### src/sv/ptsb_pkg.sv
package ptsb_pkg;

   // Bank geometry.
   localparam int SLOT_COUNT  = 8;
   localparam int SLOT_IDX_W  = (SLOT_COUNT > 1) ? $clog2(SLOT_COUNT) : 1;
   localparam int COUNT_W     = $clog2(SLOT_COUNT + 1);

   // Field and datapath widths.
   localparam int TICK_W      = 20;
   localparam int PERIOD_W    = 26;
   localparam int CD_W        = 27;
   localparam int MASK_W      = 8;
   localparam int MSEC_W      = 32;
   localparam int HANDLE_W    = 16;
   localparam int MS_W        = 16;
   localparam int ACTIVE_W    = 4;

   // Time constants.
   localparam logic [TICK_W-1:0] TICK_RESET_US = 20'd54925;
   localparam int US_PER_MS = 1000;

   // Microseconds to milliseconds by reciprocal multiplication.
   // Exact for every 20-bit tick period.
   localparam int MS_RECIP_SHIFT = 30;
   localparam longint MS_RECIP_VAL =
      ((longint'(1) << MS_RECIP_SHIFT) + US_PER_MS - 1) / US_PER_MS;
   localparam int MS_RECIP_W = 21;
   localparam logic [MS_RECIP_W-1:0] MS_RECIP = MS_RECIP_W'(MS_RECIP_VAL);
   localparam int TICK_MS_W = TICK_W + MS_RECIP_W - MS_RECIP_SHIFT;
   localparam logic [TICK_MS_W-1:0] TICK_MS_RESET =
      TICK_MS_W'(TICK_RESET_US / US_PER_MS);

   // Request opcodes.
   localparam logic [2:0] OP_TICK    = 3'd0;
   localparam logic [2:0] OP_CREATE  = 3'd1;
   localparam logic [2:0] OP_KILL    = 3'd2;
   localparam logic [2:0] OP_ENABLE  = 3'd3;
   localparam logic [2:0] OP_DISABLE = 3'd4;
   localparam logic [2:0] OP_READ    = 3'd5;

   typedef struct packed {
      logic [2:0]          opcode;
      logic [MS_W-1:0]     period_ms;
      logic [HANDLE_W-1:0] slot_handle;
   } req_type;

   typedef struct packed {
      logic [HANDLE_W-1:0] result_value;
      logic [MASK_W-1:0]   expired_mask;
      logic [MSEC_W-1:0]   msec_count;
      logic [ACTIVE_W-1:0] active_slots;
   } rsp_type;

endpackage

### src/sv/ptsb_slot_alu.sv
module ptsb_slot_alu (
   input  logic signed [ptsb_pkg::CD_W-1:0]     countdown,
   input  logic        [ptsb_pkg::PERIOD_W-1:0] period,
   input  logic        [ptsb_pkg::TICK_W-1:0]   tick_us,
   output logic signed [ptsb_pkg::CD_W-1:0]     countdown_next,
   output logic                                 expired
);

   localparam int EXT_W = ptsb_pkg::CD_W + 1;
   localparam logic signed [EXT_W-1:0] CD_MIN =
      -(EXT_W'(1) <<< (ptsb_pkg::CD_W - 1));

   logic signed [EXT_W-1:0] after_tick;
   logic signed [EXT_W-1:0] after_reload;

   // Subtract one tick, reload on zero or below, then saturate low.
   always_comb begin
      after_tick = EXT_W'(countdown) - $signed(EXT_W'(tick_us));
      expired = (after_tick <= 0);
      after_reload = expired
         ? after_tick + $signed(EXT_W'(period))
         : after_tick;
      if (after_reload < CD_MIN) begin
         countdown_next = ptsb_pkg::CD_W'(CD_MIN);
      end else begin
         countdown_next = ptsb_pkg::CD_W'(after_reload);
      end
   end

endmodule

### src/sv/ptsb_csr.sv
module ptsb_csr (
   input  logic                             clock,
   input  logic                             reset,
   input  logic                             csr_valid,
   output logic                             csr_ready,
   input  logic [ptsb_pkg::TICK_W-1:0]      csr_data,
   output logic [ptsb_pkg::TICK_W-1:0]      tick_us,
   output logic [ptsb_pkg::TICK_MS_W-1:0]   tick_ms
);

   localparam int PROD_W = ptsb_pkg::TICK_W + ptsb_pkg::MS_RECIP_W;

   logic [ptsb_pkg::TICK_W-1:0]    tick_us_ff;
   logic [ptsb_pkg::TICK_MS_W-1:0] tick_ms_ff;
   logic [PROD_W-1:0]              recip_prod;

   // Writes are always taken.
   assign csr_ready = 1'b1;

   // Whole milliseconds per tick, registered from the microsecond register.
   assign recip_prod = PROD_W'(tick_us_ff) * PROD_W'(ptsb_pkg::MS_RECIP);

   always_ff @(posedge clock) begin
      if (reset) begin
         tick_us_ff <= ptsb_pkg::TICK_RESET_US;
         tick_ms_ff <= ptsb_pkg::TICK_MS_RESET;
      end else begin
         if (csr_valid) begin
            tick_us_ff <= csr_data;
         end
         tick_ms_ff <= recip_prod[PROD_W-1:ptsb_pkg::MS_RECIP_SHIFT];
      end
   end

   assign tick_us = tick_us_ff;
   assign tick_ms = tick_ms_ff;

endmodule

### src/sv/periodic_timer_slot_bank_core.sv
// Periodic timer slot bank: 8 countdown slots driven by tick requests.
// One request beat is handled at a time and gives exactly one response
// beat. A counting tick runs a single countdown unit over the slots one
// per cycle and holds the block until every slot is swept; a create
// passes an extra state as its period product is registered first, and
// every other opcode goes from execute to done. A finished response waits
// in an output register, and the block takes requests again once that
// register is free. The tick period register resets to 54925 us; it is to
// be written only while the block is idle; the block does not enforce it.
module periodic_timer_slot_bank_core (
   input  logic                          clock,
   input  logic                          reset,
   input  logic                          req_valid,
   output logic                          req_ready,
   input  ptsb_pkg::req_type             req_data,
   output logic                          rsp_valid,
   input  logic                          rsp_ready,
   output ptsb_pkg::rsp_type             rsp_data,
   input  logic                          csr_valid,
   output logic                          csr_ready,
   input  logic [ptsb_pkg::TICK_W-1:0]   csr_data
);

   localparam int SLOTS = ptsb_pkg::SLOT_COUNT;
   localparam int IDX_W = ptsb_pkg::SLOT_IDX_W;

   typedef enum logic [2:0] {
      ST_IDLE,
      ST_EXEC,
      ST_CREATE,
      ST_SWEEP,
      ST_DONE
   } state_type;

   state_type                          state_ff, state_in;
   ptsb_pkg::req_type                  req_ff, req_in;
   logic [SLOTS-1:0]                   in_use_ff, in_use_in;
   logic [ptsb_pkg::COUNT_W-1:0]       count_ff, count_in;
   logic                               disabled_ff, disabled_in;
   logic [ptsb_pkg::MSEC_W-1:0]        msec_ff, msec_in;
   logic [IDX_W-1:0]                   idx_ff, idx_in;
   logic [ptsb_pkg::MASK_W-1:0]        mask_ff, mask_in;
   logic [ptsb_pkg::HANDLE_W-1:0]      result_ff, result_in;
   logic [ptsb_pkg::PERIOD_W-1:0]      prod_ff, prod_in;
   logic                               rsp_valid_ff, rsp_valid_in;
   ptsb_pkg::rsp_type                  rsp_data_ff, rsp_data_in;

   logic [ptsb_pkg::PERIOD_W-1:0]      period_ff [SLOTS];
   logic signed [ptsb_pkg::CD_W-1:0]   countdown_ff [SLOTS];

   logic [ptsb_pkg::TICK_W-1:0]        tick_us;
   logic [ptsb_pkg::TICK_MS_W-1:0]     tick_ms;
   logic signed [ptsb_pkg::CD_W-1:0]   alu_countdown;
   logic                               alu_expired;

   logic                               free_found;
   logic [IDX_W-1:0]                   free_idx;
   logic [IDX_W-1:0]                   kill_idx;
   logic                               kill_ok;
   logic [ptsb_pkg::PERIOD_W-1:0]      new_period;

   logic                               period_wr;
   logic                               cd_wr;
   logic [IDX_W-1:0]                   wr_idx;
   logic signed [ptsb_pkg::CD_W-1:0]   cd_wr_value;

   ptsb_csr u_csr (
      .clock     (clock),
      .reset     (reset),
      .csr_valid (csr_valid),
      .csr_ready (csr_ready),
      .csr_data  (csr_data),
      .tick_us   (tick_us),
      .tick_ms   (tick_ms)
   );

   // Shared countdown unit, pointed at one slot per sweep cycle.
   ptsb_slot_alu u_alu (
      .countdown      (countdown_ff[idx_ff]),
      .period         (period_ff[idx_ff]),
      .tick_us        (tick_us),
      .countdown_next (alu_countdown),
      .expired        (alu_expired)
   );

   // Lowest free slot for create.
   always_comb begin
      free_found = 1'b0;
      free_idx   = '0;
      for (int i = SLOTS - 1; i >= 0; i--) begin
         if (!in_use_ff[i]) begin
            free_found = 1'b1;
            free_idx   = IDX_W'(i);
         end
      end
   end

   // Kill handle check.
   assign kill_idx = IDX_W'(req_ff.slot_handle - ptsb_pkg::HANDLE_W'(1));
   assign kill_ok  = (req_ff.slot_handle != '0)
                  && (req_ff.slot_handle <= ptsb_pkg::HANDLE_W'(SLOTS))
                  && in_use_ff[kill_idx];

   // A new slot period is never shorter than one tick.
   assign new_period = (prod_ff < ptsb_pkg::PERIOD_W'(tick_us))
                     ? ptsb_pkg::PERIOD_W'(tick_us) : prod_ff;

   assign req_ready = (state_ff == ST_IDLE);
   assign rsp_valid = rsp_valid_ff;
   assign rsp_data  = rsp_data_ff;

   // Sequencer next state.
   always_comb begin
      state_in     = state_ff;
      req_in       = req_ff;
      in_use_in    = in_use_ff;
      count_in     = count_ff;
      disabled_in  = disabled_ff;
      msec_in      = msec_ff;
      idx_in       = idx_ff;
      mask_in      = mask_ff;
      result_in    = result_ff;
      prod_in      = prod_ff;
      rsp_valid_in = rsp_valid_ff && !rsp_ready;
      rsp_data_in  = rsp_data_ff;
      period_wr    = 1'b0;
      cd_wr        = 1'b0;
      wr_idx       = idx_ff;
      cd_wr_value  = alu_countdown;

      unique case (state_ff)
         ST_IDLE: begin
            if (req_valid) begin
               req_in    = req_data;
               mask_in   = '0;
               result_in = '0;
               state_in  = ST_EXEC;
            end
         end
         ST_EXEC: begin
            state_in = ST_DONE;
            unique case (req_ff.opcode)
               ptsb_pkg::OP_TICK: begin
                  if (count_ff != '0 && !disabled_ff) begin
                     msec_in  = msec_ff + ptsb_pkg::MSEC_W'(tick_ms);
                     idx_in   = '0;
                     state_in = ST_SWEEP;
                  end
               end
               ptsb_pkg::OP_CREATE: begin
                  prod_in  = ptsb_pkg::PERIOD_W'(req_ff.period_ms)
                           * ptsb_pkg::PERIOD_W'(ptsb_pkg::US_PER_MS);
                  state_in = ST_CREATE;
               end
               ptsb_pkg::OP_KILL: begin
                  if (kill_ok) begin
                     in_use_in[kill_idx] = 1'b0;
                     count_in = count_ff - ptsb_pkg::COUNT_W'(1);
                  end else begin
                     result_in = req_ff.slot_handle;
                  end
               end
               ptsb_pkg::OP_ENABLE:  disabled_in = 1'b0;
               ptsb_pkg::OP_DISABLE: disabled_in = 1'b1;
               default: ;
            endcase
         end
         ST_CREATE: begin
            if (free_found) begin
               period_wr   = 1'b1;
               cd_wr       = 1'b1;
               wr_idx      = free_idx;
               cd_wr_value = $signed({1'b0, new_period});
               in_use_in[free_idx] = 1'b1;
               count_in  = count_ff + ptsb_pkg::COUNT_W'(1);
               result_in = ptsb_pkg::HANDLE_W'(free_idx) + ptsb_pkg::HANDLE_W'(1);
            end
            state_in = ST_DONE;
         end
         ST_SWEEP: begin
            if (in_use_ff[idx_ff]) begin
               cd_wr = 1'b1;
               if (alu_expired) begin
                  mask_in = mask_ff | (ptsb_pkg::MASK_W'(1) << idx_ff);
               end
            end
            if (idx_ff == IDX_W'(SLOTS - 1)) begin
               state_in = ST_DONE;
            end else begin
               idx_in = idx_ff + IDX_W'(1);
            end
         end
         ST_DONE: begin
            if (!rsp_valid_ff || rsp_ready) begin
               rsp_valid_in = 1'b1;
               rsp_data_in.result_value = result_ff;
               rsp_data_in.expired_mask = mask_ff;
               rsp_data_in.msec_count   = msec_ff;
               rsp_data_in.active_slots = ptsb_pkg::ACTIVE_W'(count_ff);
               state_in = ST_IDLE;
            end
         end
         default: state_in = ST_IDLE;
      endcase
   end

   // Control state and registered outputs.
   always_ff @(posedge clock) begin
      if (reset) begin
         state_ff     <= ST_IDLE;
         in_use_ff    <= '0;
         count_ff     <= '0;
         disabled_ff  <= 1'b0;
         msec_ff      <= '0;
         rsp_valid_ff <= 1'b0;
      end else begin
         state_ff     <= state_in;
         in_use_ff    <= in_use_in;
         count_ff     <= count_in;
         disabled_ff  <= disabled_in;
         msec_ff      <= msec_in;
         rsp_valid_ff <= rsp_valid_in;
      end
   end

   // Working payload registers.
   always_ff @(posedge clock) begin
      req_ff      <= req_in;
      idx_ff      <= idx_in;
      mask_ff     <= mask_in;
      result_ff   <= result_in;
      prod_ff     <= prod_in;
      rsp_data_ff <= rsp_data_in;
   end

   // Slot period and countdown storage.
   always_ff @(posedge clock) begin
      if (period_wr) begin
         period_ff[wr_idx] <= new_period;
      end
      if (cd_wr) begin
         countdown_ff[wr_idx] <= cd_wr_value;
      end
   end

endmodule

### config.mk
export PLATFORM = sky130hd
export DESIGN_NAME = periodic_timer_slot_bank_core
export DESIGN_NICKNAME = d
export VERILOG_FILES = /design/src/sv/ptsb_pkg.sv /design/src/sv/ptsb_slot_alu.sv /design/src/sv/ptsb_csr.sv /design/src/sv/periodic_timer_slot_bank_core.sv
export SDC_FILE = /design/constraint.sdc
export NUM_CORES = 1
export LEC_CHECK = 0
export ABC_AREA = 1
export BUFFER_PORTS_ARGS = -buffer_cell sky130_fd_sc_hd__buf_2
export CORE_ASPECT_RATIO = 0.6
export CORE_MARGIN = 2
export CORE_UTILIZATION = 45
export CTS_CLUSTER_DIAMETER = 150
export DETAILED_ROUTE_END_ITERATION = 16
export REMOVE_ABC_BUFFERS = 1
export SLEW_MARGIN = 20
export SYNTH_ARGS = -nofsm -noshare
export SYNTH_HDL_FRONTEND = slang
export SYNTH_SLANG_ARGS = --single-unit
### constraint.sdc
create_clock -name clock -period 6.6 [get_ports clock]
set_clock_uncertainty 0.1 [all_clocks]
set_input_delay 0.66 -clock clock [delete_from_list [all_inputs] [get_ports clock]]
set_output_delay 0.66 -clock clock [all_outputs]
set_load 0.05 [all_outputs]
Word-level counts from Yosys, hierarchy flattened
Memory sizes are Yosys's and may differ from the RTL's. A register that Yosys moved wholly into a read port is not among the register bits.
Index checks and enable logic that the tools add are counted.
{"block": "word_totals", "register_bits": 225, "mem_bits_rw": 424, "elab_cells": 166, "n_memories": 2}
{"block": "classes", "addsub": 8, "mul": 2, "order_cmp": 9, "eq_ne": 21, "shift": 1, "n_mux": 71, "bitwise_logic": 4, "n_reduce_logical": 29}
{"memory": "countdown_ff", "depth": 8, "word_bits": 27, "rd": 1, "rd_clocked_by_memory_dff": 1, "write_ports": 1, "line": "periodic_timer_slot_bank_core.sv:49", "source": "logic signed [ptsb_pkg::CD_W-1:0] countdown_ff [SLOTS];"}
{"memory": "period_ff", "depth": 8, "word_bits": 26, "rd": 1, "rd_clocked_by_memory_dff": 1, "write_ports": 1, "line": "periodic_timer_slot_bank_core.sv:48", "source": "logic [ptsb_pkg::PERIOD_W-1:0] period_ff [SLOTS];"}
{"cell": "$mux 27", "count": 3}
{"cell": "$mux 16", "count": 4}
{"cell": "$mux 3", "count": 19}
{"cell": "$mux 8", "count": 6}
{"cell": "$pmux 16 s3", "count": 1}
{"cell": "$mul 20x20->40 const B", "count": 1}
{"cell": "$add 32x11->32", "count": 1}
{"cell": "$pmux 8 s2", "count": 2}
{"cell": "$add 28x27->28", "count": 1}
{"cell": "$le 28x1->1 const B", "count": 1}
{"cell": "$lt 28x27->1 const B", "count": 1}
{"cell": "$mux 28", "count": 1}
{"cell": "$sub 27x21->28", "count": 1}
{"cell": "$lt 26x20->1", "count": 1}
{"cell": "$mux 26", "count": 1}
{"cell": "$mul 16x7->23 const B", "count": 1}
{"cell": "$ne 2x2->1 const B", "count": 11}
{"cell": "$mux 1", "count": 21}
{"cell": "$le 16x4->1 const B", "count": 1}
{"cell": "$or 8x8->8", "count": 2}
{"cell": "$reduce_bool 16->1", "count": 1}
{"cell": "$pmux 3 s5", "count": 1}
{"cell": "$eq 3x2->1 const B", "count": 4}
{"cell": "$lt 3x4->1 const B", "count": 3}
{"cell": "29 further kinds", "count": 56}

Depth between registers and ports, before layout
Gate-level depths: netlist of the first run.
{"block": "logic_depth", "word_depth": 15, "ltp_mapped": 38}

Modules after synthesis
A second synthesis of the first run with hierarchy kept.
{"block": "unflattened", "hier_cells": 4475, "hier_area_um2": 40462.6}
{"module": "periodic_timer_slot_bank_core", "n_inst": 1, "cells_each": 2638, "area_per_inst_um2": 28867.7, "seq_area_each_um2": 18127.4}
{"module": "ptsb_csr", "n_inst": 1, "cells_each": 982, "area_per_inst_um2": 7304.5, "seq_area_each_um2": 620.6}
{"module": "ptsb_slot_alu", "n_inst": 1, "cells_each": 855, "area_per_inst_um2": 4290.4, "seq_area_each_um2": 0.0}

Worst setup path before layout of the first run
OpenSTA, ideal clock, no wires.
{"block": "synth_timing", "path_kind": "register to register", "startpoint": "register with a tool-made name", "endpoint": "memory countdown_ff[0][23] (netlist bit), data pin", "arrival_time_ns": 4.814, "required_time_ns": 6.217, "setup_slack_ns": 1.403, "path_stages_with_launch": 35, "synth_period_minus_slack_ns": 5.197, "path_cell_list": "dfxtp_1 -> buf_6 -> buf_2 -> buf_2 -> clkbuf_1 -> clkbuf_1 -> o21ai_0 -> o221ai_1 -> o21ai_0 -> ha_1 -> fa_1 -> inv_1 -> nand3_1 -> nand2_1 -> nand3_1 -> nand3_1 -> nand2_1 -> nand2_1 -> inv_1 -> ha_1 -> a21oi_1 -> o21ai_0 -> a21oi_1 -> nand3_1 -> nand3_1 -> nand2_1 -> nand2_1 -> nand2_1 -> nand2_1 -> nand2_1 -> nor2_1 -> nand3_4 -> buf_6 -> nand2_1 -> nand2_1"}
{"item": "to (decl)", "line": "periodic_timer_slot_bank_core.sv:49"}

==> results of run 1 <==
## cells by family after synthesis
| family | count (synthesis) | synth area share [%] |
|---|---|---|
| buffers and inverters | 609 | 6.25 |
| other | 1 | 0.00990 |
| flip-flops | 652 | 49.5 |
| AO/OA/AOI/OAI | 612 | 9.01 |
| XOR/XNOR | 56 | 1.30 |
| AND/OR/NAND/NOR | 1480 | 16.2 |
| adder cells (fa/ha/maj) | 452 | 17.8 |
## final timing paths
kind | slack (ns) | endpoint | cells after the start
worst min-delay path | 0.06 | req_ff[21] | 1
worst max register to register | 0.44 | countdown_ff[5][5] | 29
worst min register to register | 0.32 | rsp_data[49] | 0
worst max-delay path | 0.44 | countdown_ff[5][5] | 29
## worst register-to-register path: cells and delay by family (launching register included)
kind | cells | cell delay [ns]
AND/OR/NAND/NOR | 17 | 2.16
buffers and inverters | 4 | 1.27
AO/OA/AOI/OAI | 5 | 0.96
adder cells (fa/ha/maj) | 2 | 0.72
flip-flops | 1 | 0.42
XOR/XNOR | 1 | 0.33
## registers in the layout, summed over array words and instances, names as in the netlist, named ones only
signal / flops
count_ff: 4
countdown_ff: 216
result_ff: 16
u_csr.tick_ms: 11
disabled_ff: 1
u_csr.tick_us: 20
mask_ff: 8
prod_ff: 23
state_ff: 3
in_use_ff: 8
msec_ff: 32
rsp_valid: 1
idx_ff: 3
rsp_data: 60
period_ff: 208
req_ff: 35
## metrics by stage
| step | hold slack, ns | total power, mW | instances | instance area, um^2 |
|---|---|---|---|---|
| finish | 0.0612 | 14.3 | 5174 | 42200 |
| global route | 0.0374 | 15.3 | 5174 | 42200 |
| CTS | 0.0226 | 14.3 | 5168 | 42100 |
| detailed placement | 0.309 | 10.5 | 5055 | 40000 |
| global placement | 0.302 | 10.5 | 5054 | 40000 |
| floorplan | 0.300 | 9.10 | 3738 | 37300 |
## power by group
| group | leakage, nW | switching (mW) | total, mW | internal [mW] |
|---|---|---|---|---|
| combinational | 10.9 | 3.56 | 5.68 | 2.11 |
| clock | 1.01 | 1.62 | 3.70 | 2.08 |
| sequential | 5.87 | 0.121 | 4.93 | 4.81 |
## synthesized netlist by cell type (4+ instances only)
cell type  instances  area [um^2]
o21ai_1            9         45.0
dfxtp_1           83         1660
inv_1            481         1810
nor3_1            35          175
fa_1             143         2860
nand2_2            7         43.8
xor2_1            34          298
clkbuf_1          97          364
a21oi_1          239         1200
o21a_1             6         45.0
nand3b_1          14          105
nand4_1           29          181
ha_1             309         3870
o21bai_1           9         67.6
nand3_1          207         1040
buf_6              8         90.1
nor2_1           405         1520
buf_1              9         33.8
o21ai_0          232         1160
a32o_1            24          240
nand2_1          753         2830
edfxtp_1         569        17100
a31oi_1           27          169
or2_2              9         56.3
buf_2              7         35.0
o211ai_1           6         45.0
xnor2_1           22          193
nor2_2             4         25.0
o22ai_1           29          181
nor4_1             4         25.0
## what timing repair did
item	in CTS	in global routing
gates resized for setup	0	4
setup buffers	0	2
setup endpoints to repair	0	208
## per-layer routing
metal  vias to the layer above  wire, um
met5                         -        77
met2                      1022     38900
met3                        87      9930
li1                      13300         -
met1                     13200     53700
met4                         4      1140
## layout make-up
cell class              count  area [um^2]
clock buffers              75         1600
clock inverters            38          465
fillers                  7658        41200
inverters                 485         1830
multi-input cells        2601        16900
flip-flops and latches    652        18800
well taps                1134         1420
repair buffers            189         1220
==> out/qor.csv, run 1 <==
stage,metric,value,unit
run_status,status,completed,
floorplan,initial_core_util,45.4,%
min_path,hold_path.startpoint,req_data[21],
detailed_routing,wire_per_inst,20.0,um
cells_and_area,final_common_cell,nand2_1,
grt,use_met1,39.8,%
timing,setup_viol,0,
clock_network,htreeDepth,2,
detailed_routing,drcViolationCount,0,
timing,fin_crit_sh,93.3,%
floorplan,coreArea,0.0834,mm^2
cells_and_area,final_util,50.6,%
grt,overflow,0,
timing,finalHoldViolCount,0,
setup_path,cpPeakStageDelay,0.42,ns
setup_path,cp.arrival,6.51,ns
yosys,yosysSeqAreaShare,49.5,%
grt,grt_use_met3,6.13,%
setup_path,critPathBufInv,4,
yosys,syn-cell-area,0.0379,mm^2
power,vdd_drop_max,331,uV
detailed_routing,ant_nets,0,
placed_design,pre_cts_slack,0.460,ns
floorplan,fp.dieW,379,um
setup_path,critPathSlowestCell,dfxtp_4,
grt,gr-usage-all-layers,23.7,%
cells_and_area,final_cell_mix,"753 x nand2_1, 569 x edfxtp_1, 480 x inv_1",
floorplan,rows,82,
clock_network,path_clk_slew,0.07,ns
grt,grt_pass1_vias,25800,
detailed_routing,num_vias,27700,
detailed_routing,first_iter_violations,2590,
grt,busiest_layer,met1,
timing,max_freq,162,MHz
timing,slew_headroom,24.5,%
grt,use_met2,30.1,%
clock_network,cts_tree,done,
placed_design,port_buffers,121,
placed_design,dp.final_hpwl,76200,um
grt,grt_start_max_net_pins,83,
yosys,synthArstFlopShare,0,%
power,power_leakage,17.8,nW
yosys,synth.distinct_cells,58,
timing,final-max-slew-violation-count,0,
clock_network,cts_buffers,60,
setup_path,cp-start-kind,flip-flop,
cells_and_area,drive_above_1_share,8.42,%
detailed_routing,dr.pass1.iters,5,
setup_path,critPathKind,flip-flop to flip-flop,
timing,tns,0,ns
yosys,synth_edf_count,569,
cells_and_area,syn2layout_area_growth,11.4,%
yosys,syn_area_per_cell,9.81,um^2
setup_path,cp_top_family,simple AND/OR/NAND/NOR gates,
grt,grt_first_pass_wirelength,157000,um
clock_network,cts_sinks,652,
flow_run,cap_viol_max_count,0,
setup_path,crit_fanout,40,
clock_network,root_buffer,clkbuf_16,
floorplan,num_io_pins,123,
cells_and_area,antennaDiodeCount,0,
yosys,yosys_warnings,0,
timing,setup_slack,0.441,ns
power,power_density,339,mW/mm^2
detailed_routing,viasPerCell,5.35,
setup_path,cp.required,6.95,ns
yosys,synth_ff_type,edfxtp_1,
placed_design,gp_congestion,1.00,
yosys,syn_inst,3862,
clock_network,ctsHoldBuffers,0,
timing,period_minus_slack,6.16,ns
clock_network,clk-insertion-delay-late,0.67,ns
yosys,ys_ff_latch,652,
detailed_routing,wirelength,104000,um
setup_path,endpoint_kind,flip-flop,
setup_path,crit_path_frequent_cell,nand2_1,
timing,worst_pin_slew,1.13,ns
grt,antenna_found_initial,1,
clock_network,clk_path_buf_depth,3,
cells_and_area,fin_nets,4501,
timing,rsz0062_at_grt,false,
floorplan,die_area,0.0866,mm^2
min_path,worstHoldPathType,input pin to flip-flop,
floorplan,die_h,229,um
(Power assumes the default switching activity.)
==> inputs of run 2 (changes only) <==
==> constraint.sdc (replaced) <==
create_clock -name clock -period 5.28 [get_ports clock]
set_clock_uncertainty 0.1 [all_clocks]
set_input_delay 0.528 -clock clock [delete_from_list [all_inputs] [get_ports clock]]
set_output_delay 0.528 -clock clock [all_outputs]
set_load 0.05 [all_outputs]
==> run 2 against run 1 <==
  * Worst hold slack got worse by 0.034 ns
  * Die area did not move
  * Sequential power rose by 25%
  * Sequential share of layout area fell by 4.0 points
  * Utilization rose by 5.1 points
  * Register-to-register slack got worse by 0.40 ns
  * Clock power rose by 21%
  * Wire length rose by 7.0%
  * Combinational power rose by 71%
  * Count of clock-buffer cells in the layout fell by 7
  * Largest power group unchanged
==> out/qor.csv, run 2 (synthesized netlist as in run 1, its figures left out) <==
stage,metric,value,unit,change
run_status,status,completed,,
timing,worst_pin_slew,1.10,ns,-0.0322 ns
grt,overflow,0,,unchanged
power,vdd_drop_max,669,uV,+100%
clock_network,htreeDepth,2,,unchanged
grt,gr-usage-all-layers,24.9,%,+1.2 points
power,power_density,437,mW/mm^2,+29%
setup_path,endpoint_kind,flip-flop,,
setup_path,r2r_slack,0.04,ns,-0.40 ns
floorplan,initial_core_util,45.4,%,unchanged
detailed_routing,ant_nets,0,,unchanged
setup_path,critPathKind,flip-flop to flip-flop,,
cells_and_area,largest_reg_flops,216,,unchanged
grt,grt_first_pass_wirelength,165000,um,+5.0%
timing,max_freq,191,MHz,+18%
clock_network,clk_path_buf_depth,3,,unchanged
cells_and_area,final_cell_mix,"694 x nand2_1, 569 x edfxtp_1, 459 x inv_1",,
clock_network,cts_sinks,652,,unchanged
floorplan,num_io_pins,123,,unchanged
detailed_routing,wire_per_inst,20.0,um,-0.14%
timing,finalHoldViolCount,0,,unchanged
clock_network,cts_buffers,59,,-1.7%
setup_path,cp.arrival,5.68,ns,-0.83 ns
placed_design,pre_cts_slack,-0.324,ns,-0.784 ns
placed_design,gp_congestion,0.948,,-5.6%
power,power_leakage,19.7,nW,+10%
cells_and_area,final_common_cell,nand2_1,,
floorplan,coreArea,0.0834,mm^2,unchanged
setup_path,cp-start-kind,flip-flop,,
timing,period_minus_slack,5.24,ns,-0.922 ns
cells_and_area,syn2layout_area_growth,22.7,%,
setup_path,crit_path_frequent_cell,fa_1,,
detailed_routing,first_iter_violations,3204,,+24%
cells_and_area,fin_nets,4870,,+8.2%
grt,grt_pass1_vias,27300,,+6.1%
grt,use_met2,31.8,%,+1.7 points
detailed_routing,wirelength,111000,um,+7.0%
cells_and_area,final_util,55.7,%,+5.1 points
clock_network,root_buffer,clkbuf_16,,
setup_path,critPathBufInv,4,,unchanged
clock_network,clk-insertion-delay-late,0.67,ns,about the same
setup_path,critPathSlowestCell,fa_1,,
timing,final-max-slew-violation-count,0,,unchanged
flow_run,cap_viol_max_count,0,,unchanged
floorplan,rows,82,,unchanged
cells_and_area,drive_above_1_share,20.6,%,+12 points
detailed_routing,dr.pass1.iters,6,,+1
floorplan,die_area,0.0866,mm^2,unchanged
cells_and_area,top_register,countdown_ff,,
timing,holdWs,0.0272,ns,-0.0340 ns
detailed_routing,viasPerCell,5.33,,-0.41%
grt,grt_start_max_net_pins,79,,-4.8%
cells_and_area,fillers,7225,,-5.7%
cells_and_area,multi_input_area,0.0181,mm^2,+7.2%
placed_design,port_buffers,121,,unchanged
clock_network,cts_tree,done,,
grt,antenna_found_initial,1,,unchanged
setup_path,crit_fanout,6,,-85%
min_path,worstHoldPathType,input pin to flip-flop,,
setup_path,cpPeakStageDelay,0.59,ns,+0.17 ns
grt,use_met1,42.0,%,+2.2 points
cells_and_area,seqCellArea,0.0188,mm^2,+0.23%
detailed_routing,drcViolationCount,0,,unchanged
timing,rsz0062_at_grt,true,,
floorplan,fp.dieW,379,um,unchanged
placed_design,dp.final_hpwl,80700,um,+5.8%
setup_path,critical_path.cell_chain,"buf_4, ha_1, ha_1, inv_1, fa_1, inv_1, fa_1, fa_1, fa_1, ha_1, a21oi_2, o21ai_2, a211oi_2, buf_4, nor2_4, a311oi_4, o21ai_2, nand2_1, nand2_2, o21ai_1, a21oi_1",,
timing,fin_crit_sh,99.2,%,+5.9 points
grt,busiest_layer,met1,,
timing,tns,0,ns,unchanged
timing,setup_viol,0,,unchanged
floorplan,die_h,229,um,unchanged
timing,slew_headroom,26.8,%,+2.3 points
clock_network,path_clk_slew,0.07,ns,about the same
setup_path,cp_top_family,adder cells,,
setup_path,cp.required,5.72,ns,-1.23 ns
timing,setup_slack,0.0430,ns,-0.398 ns
detailed_routing,num_vias,29500,,+6.7%
grt,grt_use_met3,5.80,%,-0.33 points
==> run 2: final cells by class <==
class	count	area share (%)
timing repair buffer	558	9.29
clock inverter	43	0.926
antenna	1	0.00538
tap	1134	3.05
timing repair inverter	1	0.0242
sequential	652	40.5
multi-input combinational	2601	39.0
inverter	485	3.96
clock buffer	68	3.29
==> run 2: final timing paths <==
| kind | from | endpoint | depth (start not counted) |
|---|---|---|---|
| setup / recovery | u_csr.tick_us[8] | u_csr.tick_ms[6] | 21 |
| hold / removal | csr_data[14] | u_csr.tick_us[14] | 3 |
| setup reg to reg | u_csr.tick_us[8] | u_csr.tick_ms[6] | 21 |
| hold reg to reg | result_ff[4] | rsp_data[48] | 0 |
==> run 2: per-layer routing <==
| metal | wire length, um | vias up |
|---|---|---|
| li1 | - | 14100 |
| met1 | 56100 | 14200 |
| met2 | 42200 | 1159 |
| met3 | 11200 | 105 |
| met4 | 1370 | 0 |
| met5 | 0 | - |
==> run 2: metrics by stage <==
step,cells,power [mW],instance area (um^2)
2_1_floorplan,3738,11.4,37300
3_3_place_gp,5363,14.1,42400
3_5_place_dp,5365,14.1,42400
4_1_cts,5513,19.0,44900
5_1_grt,5543,21.6,46500
6_report,5543,20.3,46500
==> run 2: power by group <==
part           internal (mW)  leakage, nW  switching (mW)  total, mW
combinational           4.21         12.8            5.48       9.70
clock                   2.40        0.960            2.06       4.46
sequential              6.01         5.88           0.138       6.15
==> run 2: repair_timing <==
item / in CTS / in global routing
endpoints found under the hold margin: 36 / 0
setup endpoints to repair: 14 / 236
resized for setup: 39 / 291
hold buffers: 36 / 0
pin swaps: 11 / 83
setup buffers: 1 / 21
gates cloned: 0 / 6
==> run 2: tightest hold or removal path: stages <==
cell and delay, ns:
buf_2 0.08, a21oi_1 0.07, o21ai_0 0.07
